`src/rtl/core/lfade_pkg.sv`:
```
// lfade_pkg: widths, register codes, FSM states and constants for linear_audio_fade.
// No dependencies; used by the channel interfaces and the top level.
package lfade_pkg;

	// field widths
	localparam int SAMPLE_W  = 24;
	localparam int FRAC_W    = 16;
	localparam int GAIN_W    = FRAC_W + 1;
	localparam int POS_W     = 24;
	localparam int MS_W      = 16;
	localparam int RATE_W    = 18;
	localparam int CC_W      = 4;
	localparam int CFG_W     = 18;
	localparam int CFG_IDX_W = 2;

	// channel sizing
	localparam int MAX_CHANNELS = 8;
	localparam int CH_W  = (MAX_CHANNELS > 1) ? $clog2(MAX_CHANNELS) : 1;
	localparam int CNT_W = ($clog2(MAX_CHANNELS + 1) > CC_W) ? $clog2(MAX_CHANNELS + 1) : CC_W;

	// length computation: ms * rate / 1000
	localparam int PROD_W   = MS_W + RATE_W;
	localparam int MS_PER_S = 1000;
	localparam int DREM_W   = $clog2(MS_PER_S);
	localparam int ACC_W    = SAMPLE_W + 1;
	localparam int STEP_W   = $clog2(PROD_W + 1);

	localparam logic [POS_W-1:0]  POS_MAX    = {POS_W{1'b1}};
	localparam logic [GAIN_W-1:0] GAIN_ONE   = GAIN_W'(1) << FRAC_W;
	localparam logic [GAIN_W-1:0] GAIN_ZERO  = '0;
	localparam logic [RATE_W-1:0] RATE_RESET = RATE_W'(48000);
	localparam logic [CC_W-1:0]   CC_RESET   = CC_W'(2);

	localparam logic ACTION_SAMPLE  = 1'b0;
	localparam logic ACTION_RESTART = 1'b1;
	localparam logic DIR_IN         = 1'b0;

	typedef enum logic [CFG_IDX_W-1:0] {
		REG_DIRECTION = 2'd0,
		REG_TIME_MS   = 2'd1,
		REG_RATE      = 2'd2,
		REG_CHANNELS  = 2'd3
	} cfg_reg_t;

	typedef enum logic [2:0] {
		ST_IDLE,
		ST_LOAD,
		ST_LMUL,
		ST_LDIV,
		ST_GDIV,
		ST_SMUL,
		ST_FIN
	} state_t;

endpackage

```
`src/rtl/core/lfade_in_if.sv`:
```
// lfade_in_if: input channel of linear_audio_fade (valid/ready plus action and sample).
// Depends on lfade_pkg.
interface lfade_in_if;
	import lfade_pkg::*;

	logic                       valid;
	logic                       ready;
	logic                       action;
	logic signed [SAMPLE_W-1:0] sample_in;

	modport source (output valid, output action, output sample_in, input ready);
	modport sink   (input valid, input action, input sample_in, output ready);
endinterface

```
`src/rtl/core/lfade_out_if.sv`:
```
// lfade_out_if: result channel of linear_audio_fade (valid/ready plus faded sample).
// Depends on lfade_pkg.
interface lfade_out_if;
	import lfade_pkg::*;

	logic                       valid;
	logic                       ready;
	logic signed [SAMPLE_W-1:0] sample_out;
	logic                       fade_complete;

	modport source (output valid, output sample_out, output fade_complete, input ready);
	modport sink   (input valid, input sample_out, input fade_complete, output ready);
endinterface

```
`src/rtl/core/linear_audio_fade.sv`:
```
// A sample word's result is registered after the bit-serial multiply; a word that opens a
// frame inside the fade first runs the gain divide, then the bit-serial multiply.
// One word at a time: input ready only while the sequencer is idle, so the next word is
// taken only after the previous word's result has been registered.
// A restart word or config write keeps the sequencer busy through load, length multiply and /1000.
// Reset (arst_n low, async): control and config registers to defaults, fade length 0, position/done cleared.
module linear_audio_fade (
	input  logic                             clk,
	input  logic                             arst_n,
	lfade_in_if.sink                         din,
	lfade_out_if.source                      dout,
	input  logic                             cfg_we,
	input  logic [lfade_pkg::CFG_IDX_W-1:0]  cfg_index,
	input  logic [lfade_pkg::CFG_W-1:0]      cfg_data
);
	import lfade_pkg::*;

	localparam logic [STEP_W-1:0] MUL_LAST  = STEP_W'(FRAC_W - 1);
	localparam logic [STEP_W-1:0] LMUL_LAST = STEP_W'(MS_W - 1);
	localparam logic [STEP_W-1:0] LDIV_LAST = STEP_W'(PROD_W - 1);

	// config registers
	logic              dir_q;
	logic [MS_W-1:0]   ms_q;
	logic [RATE_W-1:0] rate_q;
	logic [CC_W-1:0]   cc_q;

	// fade state
	logic [POS_W-1:0]  pos_q;
	logic [POS_W-1:0]  len_q;
	logic [CH_W-1:0]   chan_q;
	logic [GAIN_W-1:0] gain_q;
	logic              done_q;

	state_t            state_q, state_d;
	logic [STEP_W-1:0] cnt_q;

	// serial datapath
	logic [PROD_W-1:0]          prod_q;
	logic [MS_W-1:0]            ms_sh_q;
	logic [DREM_W-1:0]          lrem_q;
	logic [POS_W-1:0]           grem_q;
	logic [FRAC_W-1:0]          quo_q;
	logic [FRAC_W-1:0]          gsh_q;
	logic signed [ACC_W-1:0]    acc_q;
	logic signed [SAMPLE_W-1:0] sample_q;

	// result word register
	logic                       out_valid_q;
	logic signed [SAMPLE_W-1:0] sample_out_q;
	logic                       complete_q;

	// ---------------- accept side: frame bookkeeping ----------------
	logic [CNT_W-1:0]  chans;
	logic [CH_W-1:0]   chan_eff;
	logic              frame_start;
	logic              need_div;
	logic [GAIN_W-1:0] hold_gain;
	logic [GAIN_W-1:0] first_gain;
	logic              accept;

	always_comb begin
		if (cc_q == '0) begin
			chans = CNT_W'(1);
		end else if (CNT_W'(cc_q) > CNT_W'(MAX_CHANNELS)) begin
			chans = CNT_W'(MAX_CHANNELS);
		end else begin
			chans = CNT_W'(cc_q);
		end
		// stale index past the frame width restarts the frame
		chan_eff    = (CNT_W'(chan_q) >= chans) ? '0 : chan_q;
		frame_start = (chan_eff == '0);
		// done: hold at the end value; zero length: unity until first frame ends
		if (done_q) begin
			hold_gain = (dir_q == DIR_IN) ? GAIN_ONE : GAIN_ZERO;
		end else begin
			hold_gain = GAIN_ONE;
		end
		need_div   = frame_start && !done_q && (len_q != '0);
		first_gain = frame_start ? hold_gain : gain_q;
	end

	assign accept = din.valid && din.ready;

	// ---------------- serial step logic ----------------
	// length multiply: MSB-first shift-add of rate over ms bits
	logic [PROD_W-1:0] lmul_sum;
	assign lmul_sum = {prod_q[PROD_W-2:0], 1'b0}
		+ PROD_W'(rate_q & {RATE_W{ms_sh_q[MS_W-1]}});

	// length divide by 1000: restoring, quotient shifts into prod_q
	logic [DREM_W:0]   ldiv_r2;
	logic              ldiv_ge;
	logic [DREM_W-1:0] ldiv_rem;
	logic [PROD_W-1:0] ldiv_prod;
	logic [POS_W-1:0]  len_new;

	always_comb begin
		ldiv_r2   = {lrem_q, prod_q[PROD_W-1]};
		ldiv_ge   = (ldiv_r2 >= (DREM_W+1)'(MS_PER_S));
		ldiv_rem  = ldiv_ge ? DREM_W'(ldiv_r2 - (DREM_W+1)'(MS_PER_S)) : ldiv_r2[DREM_W-1:0];
		ldiv_prod = {prod_q[PROD_W-2:0], ldiv_ge};
		// saturate to the position range
		len_new   = (|ldiv_prod[PROD_W-1:POS_W]) ? POS_MAX : ldiv_prod[POS_W-1:0];
	end

	// gain divide: pos * 2^16 / len, one quotient bit per cycle (pos < len here)
	logic [POS_W:0]    gdiv_r2;
	logic              gdiv_ge;
	logic [POS_W-1:0]  gdiv_rem;
	logic [FRAC_W-1:0] gdiv_quo;
	logic [GAIN_W-1:0] gdiv_gain;

	always_comb begin
		gdiv_r2  = {grem_q, 1'b0};
		gdiv_ge  = (gdiv_r2 >= {1'b0, len_q});
		gdiv_rem = gdiv_ge ? POS_W'(gdiv_r2 - {1'b0, len_q}) : gdiv_r2[POS_W-1:0];
		gdiv_quo = {quo_q[FRAC_W-2:0], gdiv_ge};
		if (dir_q == DIR_IN) begin
			gdiv_gain = {1'b0, gdiv_quo};
		end else begin
			gdiv_gain = GAIN_ONE - {1'b0, gdiv_quo};
		end
	end

	// sample multiply: LSB-first, acc = (acc + bit*s) >>> 1 gives floor(s*g/2^16)
	logic signed [ACC_W:0]   smul_sum;
	logic signed [ACC_W-1:0] smul_next;
	always_comb begin
		smul_sum  = {acc_q[ACC_W-1], acc_q}
			+ (gsh_q[0] ? (ACC_W+1)'(sample_q) : '0);
		smul_next = smul_sum[ACC_W:1];
	end

	// frame end update
	logic [CNT_W-1:0] chan_inc;
	logic             frame_end;
	logic [POS_W-1:0] pos_inc;
	logic             done_new;
	always_comb begin
		chan_inc  = CNT_W'(chan_q) + CNT_W'(1);
		frame_end = (chan_inc >= chans);
		pos_inc   = (pos_q < POS_MAX) ? pos_q + POS_W'(1) : pos_q;
		if (frame_end && !done_q) begin
			done_new = (pos_inc >= len_q);
		end else begin
			done_new = done_q;
		end
	end

	// ---------------- sequencer ----------------
	logic fin_fire;
	assign fin_fire = (state_q == ST_FIN) && (!out_valid_q || dout.ready);

	always_comb begin
		state_d = state_q;
		unique case (state_q)
			ST_IDLE: begin
				if (din.valid) begin
					if (din.action == ACTION_RESTART) begin
						state_d = ST_LOAD;
					end else if (need_div) begin
						state_d = ST_GDIV;
					end else begin
						state_d = ST_SMUL;
					end
				end
			end
			ST_LOAD: begin
				state_d = ST_LMUL;
			end
			ST_LMUL: begin
				if (cnt_q == LMUL_LAST) state_d = ST_LDIV;
			end
			ST_LDIV: begin
				if (cnt_q == LDIV_LAST) state_d = ST_IDLE;
			end
			ST_GDIV: begin
				if (cnt_q == MUL_LAST) state_d = ST_SMUL;
			end
			ST_SMUL: begin
				if (cnt_q == MUL_LAST) state_d = ST_FIN;
			end
			ST_FIN: begin
				if (fin_fire) state_d = ST_IDLE;
			end
			default: begin
				state_d = ST_IDLE;
			end
		endcase
		// config write restarts the length computation
		if (cfg_we) state_d = ST_LOAD;
	end

	assign din.ready = (state_q == ST_IDLE);

	// control and fade state
	always_ff @(posedge clk or negedge arst_n) begin
		if (!arst_n) begin
			state_q     <= ST_IDLE;
			cnt_q       <= '0;
			dir_q       <= DIR_IN;
			ms_q        <= '0;
			rate_q      <= RATE_RESET;
			cc_q        <= CC_RESET;
			pos_q       <= '0;
			len_q       <= '0;
			chan_q      <= '0;
			gain_q      <= '0;
			done_q      <= 1'b0;
			out_valid_q <= 1'b0;
		end else begin
			state_q <= state_d;
			cnt_q   <= (state_d != state_q) ? '0 : cnt_q + STEP_W'(1);

			if (cfg_we) begin
				unique case (cfg_reg_t'(cfg_index))
					REG_DIRECTION: dir_q  <= cfg_data[0];
					REG_TIME_MS:   ms_q   <= cfg_data[MS_W-1:0];
					REG_RATE:      rate_q <= cfg_data[RATE_W-1:0];
					REG_CHANNELS:  cc_q   <= cfg_data[CC_W-1:0];
				endcase
			end

			if (state_q == ST_LOAD) begin
				pos_q  <= '0;
				chan_q <= '0;
				done_q <= 1'b0;
			end
			if (state_q == ST_LDIV && cnt_q == LDIV_LAST) begin
				len_q <= len_new;
			end

			if (accept && din.action == ACTION_SAMPLE) begin
				chan_q <= chan_eff;
				if (frame_start && !need_div) gain_q <= hold_gain;
			end
			if (state_q == ST_GDIV && cnt_q == MUL_LAST) begin
				gain_q <= gdiv_gain;
			end

			if (dout.ready && !fin_fire) out_valid_q <= 1'b0;
			if (fin_fire) begin
				out_valid_q <= 1'b1;
				done_q      <= done_new;
				if (frame_end) begin
					chan_q <= '0;
					if (!done_q) pos_q <= pos_inc;
				end else begin
					chan_q <= CH_W'(chan_inc);
				end
			end
		end
	end

	// serial datapath and result payload
	always_ff @(posedge clk) begin
		unique case (state_q)
			ST_LOAD: begin
				ms_sh_q <= ms_q;
				prod_q  <= '0;
				lrem_q  <= '0;
			end
			ST_LMUL: begin
				prod_q  <= lmul_sum;
				ms_sh_q <= {ms_sh_q[MS_W-2:0], 1'b0};
			end
			ST_LDIV: begin
				prod_q <= ldiv_prod;
				lrem_q <= ldiv_rem;
			end
			ST_GDIV: begin
				grem_q <= gdiv_rem;
				quo_q  <= gdiv_quo;
				if (cnt_q == MUL_LAST) begin
					gsh_q <= gdiv_gain[FRAC_W-1:0];
					acc_q <= '0;
				end
			end
			ST_SMUL: begin
				acc_q <= smul_next;
				gsh_q <= {1'b0, gsh_q[FRAC_W-1:1]};
			end
			ST_IDLE: begin
				if (accept) begin
					sample_q <= din.sample_in;
					grem_q   <= pos_q;
					quo_q    <= '0;
					acc_q    <= '0;
					gsh_q    <= first_gain[FRAC_W-1:0];
				end
			end
			ST_FIN: begin
				if (fin_fire) begin
					// unity gain passes the sample through untouched
					sample_out_q <= gain_q[GAIN_W-1] ? sample_q : acc_q[SAMPLE_W-1:0];
					complete_q   <= done_new;
				end
			end
			default: begin
			end
		endcase
	end

	assign dout.valid         = out_valid_q;
	assign dout.sample_out    = sample_out_q;
	assign dout.fade_complete = complete_q;

endmodule
```
`src/flat_wrapper.sv`:
```
// flat-port wrapper written by rule: the top's interface ports become plain ports
module linear_audio_fade_flat import lfade_pkg::*;
  (clk, arst_n, cfg_we, cfg_index, cfg_data, din_valid, din_action, din_sample_in, din_ready, dout_valid, dout_sample_out, dout_fade_complete, dout_ready);
  lfade_in_if din_i ();
  lfade_out_if dout_i ();
  input  logic clk;
  input  logic arst_n;
  input  logic cfg_we;
  input  logic [lfade_pkg::CFG_IDX_W-1:0] cfg_index;
  input  logic [lfade_pkg::CFG_W-1:0] cfg_data;
  input wire logic [$bits(din_i.valid)-1:0] din_valid;
  input wire logic [$bits(din_i.action)-1:0] din_action;
  input wire logic [$bits(din_i.sample_in)-1:0] din_sample_in;
  output wire logic [$bits(din_i.ready)-1:0] din_ready;
  output wire logic [$bits(dout_i.valid)-1:0] dout_valid;
  output wire logic [$bits(dout_i.sample_out)-1:0] dout_sample_out;
  output wire logic [$bits(dout_i.fade_complete)-1:0] dout_fade_complete;
  input wire logic [$bits(dout_i.ready)-1:0] dout_ready;
  assign din_i.valid = din_valid;
  assign din_i.action = din_action;
  assign din_i.sample_in = din_sample_in;
  assign din_ready = din_i.ready;
  assign dout_valid = dout_i.valid;
  assign dout_sample_out = dout_i.sample_out;
  assign dout_fade_complete = dout_i.fade_complete;
  assign dout_i.ready = dout_ready;
  linear_audio_fade u_core (.clk(clk), .arst_n(arst_n), .din(din_i), .dout(dout_i), .cfg_we(cfg_we), .cfg_index(cfg_index), .cfg_data(cfg_data));
endmodule
```
`config.mk`:
```
export PLATFORM = sky130hd
export DESIGN_NAME = linear_audio_fade_flat
export DESIGN_NICKNAME = d
export VERILOG_FILES = /design/src/rtl/core/lfade_pkg.sv /design/src/rtl/core/lfade_in_if.sv /design/src/rtl/core/lfade_out_if.sv /design/src/rtl/core/linear_audio_fade.sv /design/src/flat_wrapper.sv
export SDC_FILE = /design/constraint.sdc
export NUM_CORES = 1
export LEC_CHECK = 0
export ABC_AREA = 1
export BUFFER_PORTS_ARGS = -buffer_cell sky130_fd_sc_hd__buf_2
export CORE_AREA = 2 2 235 237
export DETAILED_ROUTE_END_ITERATION = 10
export DIE_AREA = 0 0 237 239
export GPL_ROUTABILITY_DRIVEN = 0
export GPL_TIMING_DRIVEN = 0
export SLEW_MARGIN = 40
export SYNTH_ARGS = -nofsm -noshare
export SYNTH_HDL_FRONTEND = slang
export SYNTH_SLANG_ARGS = --single-unit
```
`constraint.sdc`:
```
create_clock -name clk -period 2.5 [get_ports clk]
set_input_delay 0.25 -clock clk [delete_from_list [all_inputs] [get_ports clk]]
set_output_delay 0.25 -clock clk [all_outputs]
set_load 0.01 [all_outputs]
```
=== Word-level counts from Yosys, hierarchy flattened ===
Index checks and enable logic that the tools add are counted.

* Muxes and demuxes: 53
* Eq/ne operators: 14
* Reduce and logical (&&, ||, !) cells: 40
* Order comparisons: 7
* Bitwise gates (word level): 2
* Add/sub/neg operators: 8

{| class="wikitable"
|+ Operators with widths
! cell !! count
|-
| $mux 24 || 9
|-
| $mux 17 || 6
|-
| $pmux 34 s3 || 1
|-
| $pmux 25 s3 || 1
|-
| $mux 25 || 2
|-
| $mux 16 || 3
|-
| $pmux 16 s3 || 1
|-
| $pmux 24 s2 || 1
|-
| $mux 3 || 13
|-
| $add 34x34->34 || 1
|-
| $pmux 16 s2 || 1
|-
| $pmux 15 s2 || 1
|-
| $add 26x26->26 || 1
|-
| $mux 26 || 1
|-
| $ge 25x24->1 || 1
|-
| $add 24x1->24 const B || 1
|-
| $ge 24x24->1 || 1
|-
| $lt 24x24->1 const B || 1
|-
| $reduce_bool 24->1 || 1
|-
| $sub 24x24->24 || 1
|-
| $pmux 3 s7 || 1
|-
| $pmux 10 s2 || 1
|-
| $and 18x18->18 || 1
|-
| $sub 17x16->17 const A || 1
|-
| 33 further kinds || 72
|}

* Register bits after elaboration: 307

=== Longest topological paths before layout ===
* Word-level depth: 15
* Gate-level depth with buffers: 20
* Depth with buffers taken out: 20

=== Least setup slack after synthesis ===
OpenSTA, ideal clock, no wires.

* Path type: flip-flop to flip-flop
* From: reg u_core.grem_q[13]
* To: reg u_core.gsh_q[14] (data pin)
* Arrival: 2.401 ns
* Path buffers: 0
* Setup slack: -0.166 ns
* Setup time: 0.265 ns
* Cell stages (with the launch flop): 19
* Cell sequence: edfxtp_1 ha_1 nand2_1 nor2_1 nand2_1 nor2_1 nand2_1 nand3_1 nor2_2 nand2_4 inv_4 ha_1 nand3_1 nor2_1 nand4_1 nand2_1 nand2_1 xor2_1 o211ai_1

* Longest elaborated chain between the ends: 5

{| class="wikitable"
|+ RTL lines
! item !! RTL line !! text
|-
| start: declaration || linear_audio_fade.sv:42 || <nowiki>logic [POS_W-1:0] grem_q;</nowiki>
|-
| start signal: assignment || linear_audio_fade.sv:273 || <nowiki>grem_q <= gdiv_rem;</nowiki>
|-
| start signal: assignment || linear_audio_fade.sv:287 || <nowiki>grem_q <= pos_q;</nowiki>
|-
| $ge 25x24->1 || linear_audio_fade.sv:116 || <nowiki>gdiv_ge = (gdiv_r2 >= {1'b0, len_q});</nowiki>
|-
| $sub 17x16->17 || linear_audio_fade.sv:122 || <nowiki>gdiv_gain = GAIN_ONE - {1'b0, gdiv_quo};</nowiki>
|-
| $mux 17 || linear_audio_fade.sv:119 || <nowiki>if (dir_q == DIR_IN) begin</nowiki>
|-
| $mux 16 || linear_audio_fade.sv:275 || <nowiki>if (cnt_q == MUL_LAST) begin</nowiki>
|-
| $pmux 16 s3 || linear_audio_fade.sv:258 || <nowiki>unique case (state_q)</nowiki>
|-
| end signal: assignment || linear_audio_fade.sv:276 || <nowiki>gsh_q <= gdiv_gain[FRAC_W-1:0];</nowiki>
|-
| end signal: assignment || linear_audio_fade.sv:282 || <nowiki>gsh_q <= {1'b0, gsh_q[FRAC_W-1:1]};</nowiki>
|-
| end signal: assignment || linear_audio_fade.sv:290 || <nowiki>gsh_q <= first_gain[FRAC_W-1:0];</nowiki>
|-
| end: declaration || linear_audio_fade.sv:44 || <nowiki>logic [FRAC_W-1:0] gsh_q;</nowiki>
|}

Every way passes these cells. The select of a mux whose other input is x is not followed.
A chain may end at the register's enable or synchronous reset.

=== Worst setup path in the final report ===
* From: reg u_core.pos_q[0]
* To: reg u_core.complete_q, in the netlist u_core.dout.fade_complete (data pin)

* Longest elaborated chain between the ends: 4
* Elaborated cells between the ends (all ways): 5

{| class="wikitable"
|+ RTL lines
! item !! RTL line !! text
|-
| start: declaration || linear_audio_fade.sv:29 || <nowiki>logic [POS_W-1:0] pos_q;</nowiki>
|-
| start signal: assignment || linear_audio_fade.sv:248 || <nowiki>if (!done_q) pos_q <= pos_inc;</nowiki>
|-
| $add 24x1->24 or $lt 24x24->1 (tied branches) || linear_audio_fade.sv:143 || <nowiki>pos_inc = (pos_q < POS_MAX) ? pos_q + POS_W'(1) : pos_q;</nowiki>
|-
| $mux 24 (*) || linear_audio_fade.sv:143 ||
|-
| $ge 24x24->1 (*) || linear_audio_fade.sv:145 || <nowiki>done_new = (pos_inc >= len_q);</nowiki>
|-
| $mux 1 (*) || linear_audio_fade.sv:144 || <nowiki>if (frame_end && !done_q) begin</nowiki>
|-
| net u_core.done_new || linear_audio_fade.sv:139 || <nowiki>logic done_new;</nowiki>
|-
| end signal: assignment || linear_audio_fade.sv:297 || <nowiki>complete_q <= done_new;</nowiki>
|-
| end: declaration || linear_audio_fade.sv:51 || <nowiki>logic complete_q;</nowiki>
|}

The timed path passes the listed nets; every way through them passes the cells marked *.

==> results.rst <==
.. list-table::
   :header-rows: 1

   * - Metric
     - Value
   * - Launching point of the worst reg2reg path
     - u_core.pos_q[0]
   * - Required time at the worst-slack endpoint
     - approximately 2800 ps
   * - # clock sinks
     - between 300 and 400
   * - Clock buffer depth
     - 3
   * - Initial standard-cell utilization of the core
     - between 30 and 40%
   * - Final wirelength
     - between 50000 and 60000 um
   * - Post-Layout Cell Count
     - about 3300
   * - Synthesized net count
     - ~2400
   * - YS warnings
     - 0
   * - P&R area growth vs syn
     - 36.3%
   * - Transition at the pin with the smallest max-transition slack
     - 825 ps
   * - Number of antenna repair diodes
     - 0
   * - Async set-reset flop share out of synthesis
     - about two fifths
   * - Net total in the final layout
     - around 2700
   * - Overall track demand over capacity in global routing
     - 19.0%
   * - TritonCTS buffer count
     - 37
   * - Number of vias after detailed routing
     - between 15000 and 20000
   * - Largest cells by area after synthesis
     - sky130_fd_sc_hd__edfxtp_1 (30%), sky130_fd_sc_hd__dfrtp_1 (15%), sky130_fd_sc_hd__nand2_1 (12%)
   * - Number of nets with antenna violations after routing
     - 0
   * - Number of cells traversed by the worst register-to-register path
     - 18
   * - Hold Path Class
     - input pin to asynchronous set/reset pin
   * - P per Cell Area
     - roughly 700 nW/um^2
   * - Worst Setup Path Type
     - flip-flop to flip-flop
   * - Share of final-layout standard cells stronger than drive strength 1
     - 29.3%
   * - Proportion of synthesized chip area in sequential cells
     - between 40% and 50%
   * - Layout Skew
     - about 20 ps
   * - Worst IR Drop VDD
     - 445 uV
   * - Core Box Area
     - around 54000 sq um
   * - Clock-pin slew on the worst setup and hold paths
     - about 50 ps
   * - Top cell type's share of synthesized area
     - 30.4%
   * - Final worst-path setup slack
     - -711 ps
   * - Top cell types by occurrence after synthesis
     - sky130_fd_sc_hd__nand2_1 (604), sky130_fd_sc_hd__inv_1 (305), sky130_fd_sc_hd__edfxtp_1 (189), sky130_fd_sc_hd__o21ai_0 (187), sky130_fd_sc_hd__nor2_1 (149)
   * - Result of the run
     - finished, violations left
   * - Critical Path Start Type
     - flip-flop
   * - Tightest slew margin relative to the limit
     - roughly 45%
   * - Leakage Power
     - between 10 and 15 nW
   * - Maximum clock rate
     - a little over 0.3 GHz
   * - Finish-stage setup viols
     - 27
   * - Number of DRC markers in iteration 0
     - around 1500
   * - Most common flop cell mapped by yosys
     - sky130_fd_sc_hd__edfxtp_1
   * - Shortest clock period the worst path allows after layout
     - around 3200 ps
   * - First-pass GRT wire length
     - about 86000 um
   * - Die area
     - ~57000 sq um
   * - Register bit count reported by yosys
     - 307
   * - Syn_area_per_cell
     - 8.21 sq um
   * - Crit Reg-Reg Endpoint
     - u_core.dout.fade_complete
   * - Violations in the final reports
     - negative setup slack
   * - Largest net degree at the start of global routing
     - between 50 and 60
   * - Final worst path period share
     - 128%
   * - I/O pin cnt
     - 77
   * - Average wire length per cell after detail routing
     - 17.4 um
   * - Initial antenna violation count
     - 1
   * - Clock tree from TritonCTS
     - yes
   * - Largest fanout on the critical path
     - 3
   * - Die extent in x
     - roughly 240 um
   * - H-tree levels
     - 2
   * - Max cap viols
     - 0
   * - Cell taking the most area after synthesis
     - sky130_fd_sc_hd__edfxtp_1
   * - DR vias/cell
     - 5.27
   * - Type of destination of the critical path
     - flip-flop
   * - Std-Cell Rows
     - between 80 and 90
   * - Detailed-route DRC error count
     - 0
   * - Post-Syn Instances
     - 2277
   * - TNS Setup
     - -4500 ps
   * - Pre-antenna DRT Iters
     - 6
   * - Post-synth cell types
     - 62
   * - Count of final hold-check violations
     - 0
   * - Remaining global-route overflow
     - 0
   * - CTS Root Buffer Type
     - sky130_fd_sc_hd__clkbuf_16
   * - Via count of the first global-routing pass
     - approximately 17000
   * - Placed Cells
     - approximately 3100
   * - Post-synth EDFFs
     - between 150 and 200
   * - Total of buffers placed on input and output ports
     - 76
   * - Setup repair after global routing missed its margin
     - true
   * - Die extent in y
     - 239 um
   * - Worst skew pair latency
     - approximately 570 ps
   * - Cell area after synthesis
     - roughly 19000 sq um
   * - Final number of max-transition violations
     - 0
   * - Library cell with the highest instance count after synthesis
     - sky130_fd_sc_hd__nand2_1
   * - Half-perimeter wire length after detailed placement
     - 38600 um
   * - Setup slack, reg-to-reg
     - -710 ps
   * - CP arrival
     - around 3500 ps
[flip-flops by register name (all words and copies together) (netlist names)]
register and cells:
u_core.sample_q 24, u_core.ms_sh_q 16, u_core.dout.sample_out 24, u_core.chan_q 3, u_core.pos_q 24, u_core.ms_q 16, u_core.gsh_q 16, u_core.lrem_q 10
u_core.state_q 3, u_core.dout.valid 1, u_core.prod_q 34, u_core.dir_q 1, u_core.cnt_q 6, u_core.len_q 24, u_core.cc_q 4, u_core.grem_q 24
u_core.rate_q 18, u_core.dout.fade_complete 1, u_core.acc_q 25, u_core.quo_q 15, u_core.gain_q 17, u_core.done_q 1
[worst max-delay path by stage]
stage | from | endpoint | cells after the start
6_report | u_core.pos_q[0] | u_core.dout.fade_complete | 18
4_1_cts | u_core.pos_q[1] | u_core.dout.fade_complete | 18
5_1_grt | u_core.pos_q[1] | u_core.dout.fade_complete | 17
3_5_place_dp | u_core.pos_q[21] | u_core.dout.fade_complete | 17
2_1_floorplan | u_core.len_q[1] | u_core.gsh_q[14] | 18
3_3_place_gp | u_core.pos_q[0] | u_core.dout.fade_complete | 19
[logic make-up (layout without fill, tap and decap cells)]
logic type	Yosys count	in the layout	share of synthesized area, %
adder cells (fa/ha/maj)	105	105	7.15
flip-flops	307	307	46.2
AND/OR/NAND/NOR	990	990	22.5
AO/OA/AOI/OAI	451	451	13.8
XOR/XNOR	52	52	2.44
buffers and inverters	370	705	7.85
multiplexers	2	2	0.120
[metrics by stage]
stage          instance area [sq um]  hold slack, ps  worst slack (ps)  util [%]  total power [mW]
4_1_cts                        23200            63.7              -547      42.7              17.1
3_5_place_dp                   20400            73.7              -858      37.5              11.1
6_report                       25500             109              -711      46.9              18.2
2_1_floorplan                  18900           -45.6             -58.3         -              9.72
3_3_place_gp                   20200             431              -835      37.2              10.9
5_1_grt                        25500             113              -756      46.9              19.2
[worst max-delay path, cell delays in order (launching register included)]
cell and delay [ps]:
sky130_fd_sc_hd__dfrtp_1 400, sky130_fd_sc_hd__ha_4 170, sky130_fd_sc_hd__nand3_4 80, sky130_fd_sc_hd__nor3_4 200, sky130_fd_sc_hd__nand4_1 140, sky130_fd_sc_hd__inv_1 130, sky130_fd_sc_hd__nand2_4 90, sky130_fd_sc_hd__nand3_4 100
sky130_fd_sc_hd__nor2_2 60, sky130_fd_sc_hd__xor2_2 150, sky130_fd_sc_hd__ha_1 340, sky130_fd_sc_hd__a21oi_2 160, sky130_fd_sc_hd__o21ai_2 70, sky130_fd_sc_hd__nand4_1 90, sky130_fd_sc_hd__o211ai_1 160, sky130_fd_sc_hd__nand2_1 120
sky130_fd_sc_hd__nand4_1 220, sky130_fd_sc_hd__nand2_2 160, sky130_fd_sc_hd__nand2_2 90
[power by group]
| group | switching (mW) | leakage [nW] | internal (mW) |
|---|---|---|---|
| clock network | 2.25 | 0.585 | 3.17 |
| logic | 3.57 | 7.32 | 2.32 |
| registers | 0.544 | 3.38 | 6.38 |
| total | 6.36 | 11.3 | 11.9 |
[layout by cell type, fill, tap and decap left out, drive strengths merged, types with 6 or more instances in the layout]
master	netlist	layout
clkbuf	31	84
a21oi	125	125
dfrtp	110	110
a21boi	7	7
o211ai	16	16
inv	315	311
a31oi	7	7
nor3	39	39
nand3	107	107
clkinv	2	12
clkinvlp	0	6
o22ai	20	20
nor2	158	158
o21ai	202	202
nand4	37	37
o21bai	14	14
xnor2	13	13
buf	22	247
a32oi	8	8
or2	11	11
xor2	39	39
a21o	9	9
dlygate4sd3	0	43
dfstp	8	8
nor4	15	15
nand2	612	612
ha	102	102
edfxtp	189	189
a22oi	24	24
[layout make-up]
type,count,area [sq um]
clock buffers,53,1060
multi-input cells,1600,10900
well taps,704,881
fillers,5008,28900
plain buffers,52,370
clock inverters,14,144
flip-flops and latches,307,8650
inverters,317,1270
repair buffers,269,2230
[metal layers]
| layer | routed length, um | global-route usage [%] | up-vias | part of all wire (%) |
|---|---|---|---|---|
| li1 | - | - | 8302 | - |
| met1 | 24200 | 24.5 | 8402 | 42 |
| met2 | 27700 | 31.8 | 620 | 48 |
| met3 | 3660 | 3.49 | 147 | 6.3 |
| met4 | 2060 | 6.75 | 2 | 3.6 |
| met5 | 13 | 0 | - | 0.023 |
[what timing repair did]
item | 4_1_cts | 5_1_grt
hold buffers | 43 | 0
resized for setup | 210 | 410
endpoints found under the setup margin | 131 | 124
cloned | 4 | 4
buffers inserted | 53 | 85
pin swaps | 63 | 147
endpoints found under the hold margin | 117 | 0
(Power assumes the default switching activity.)
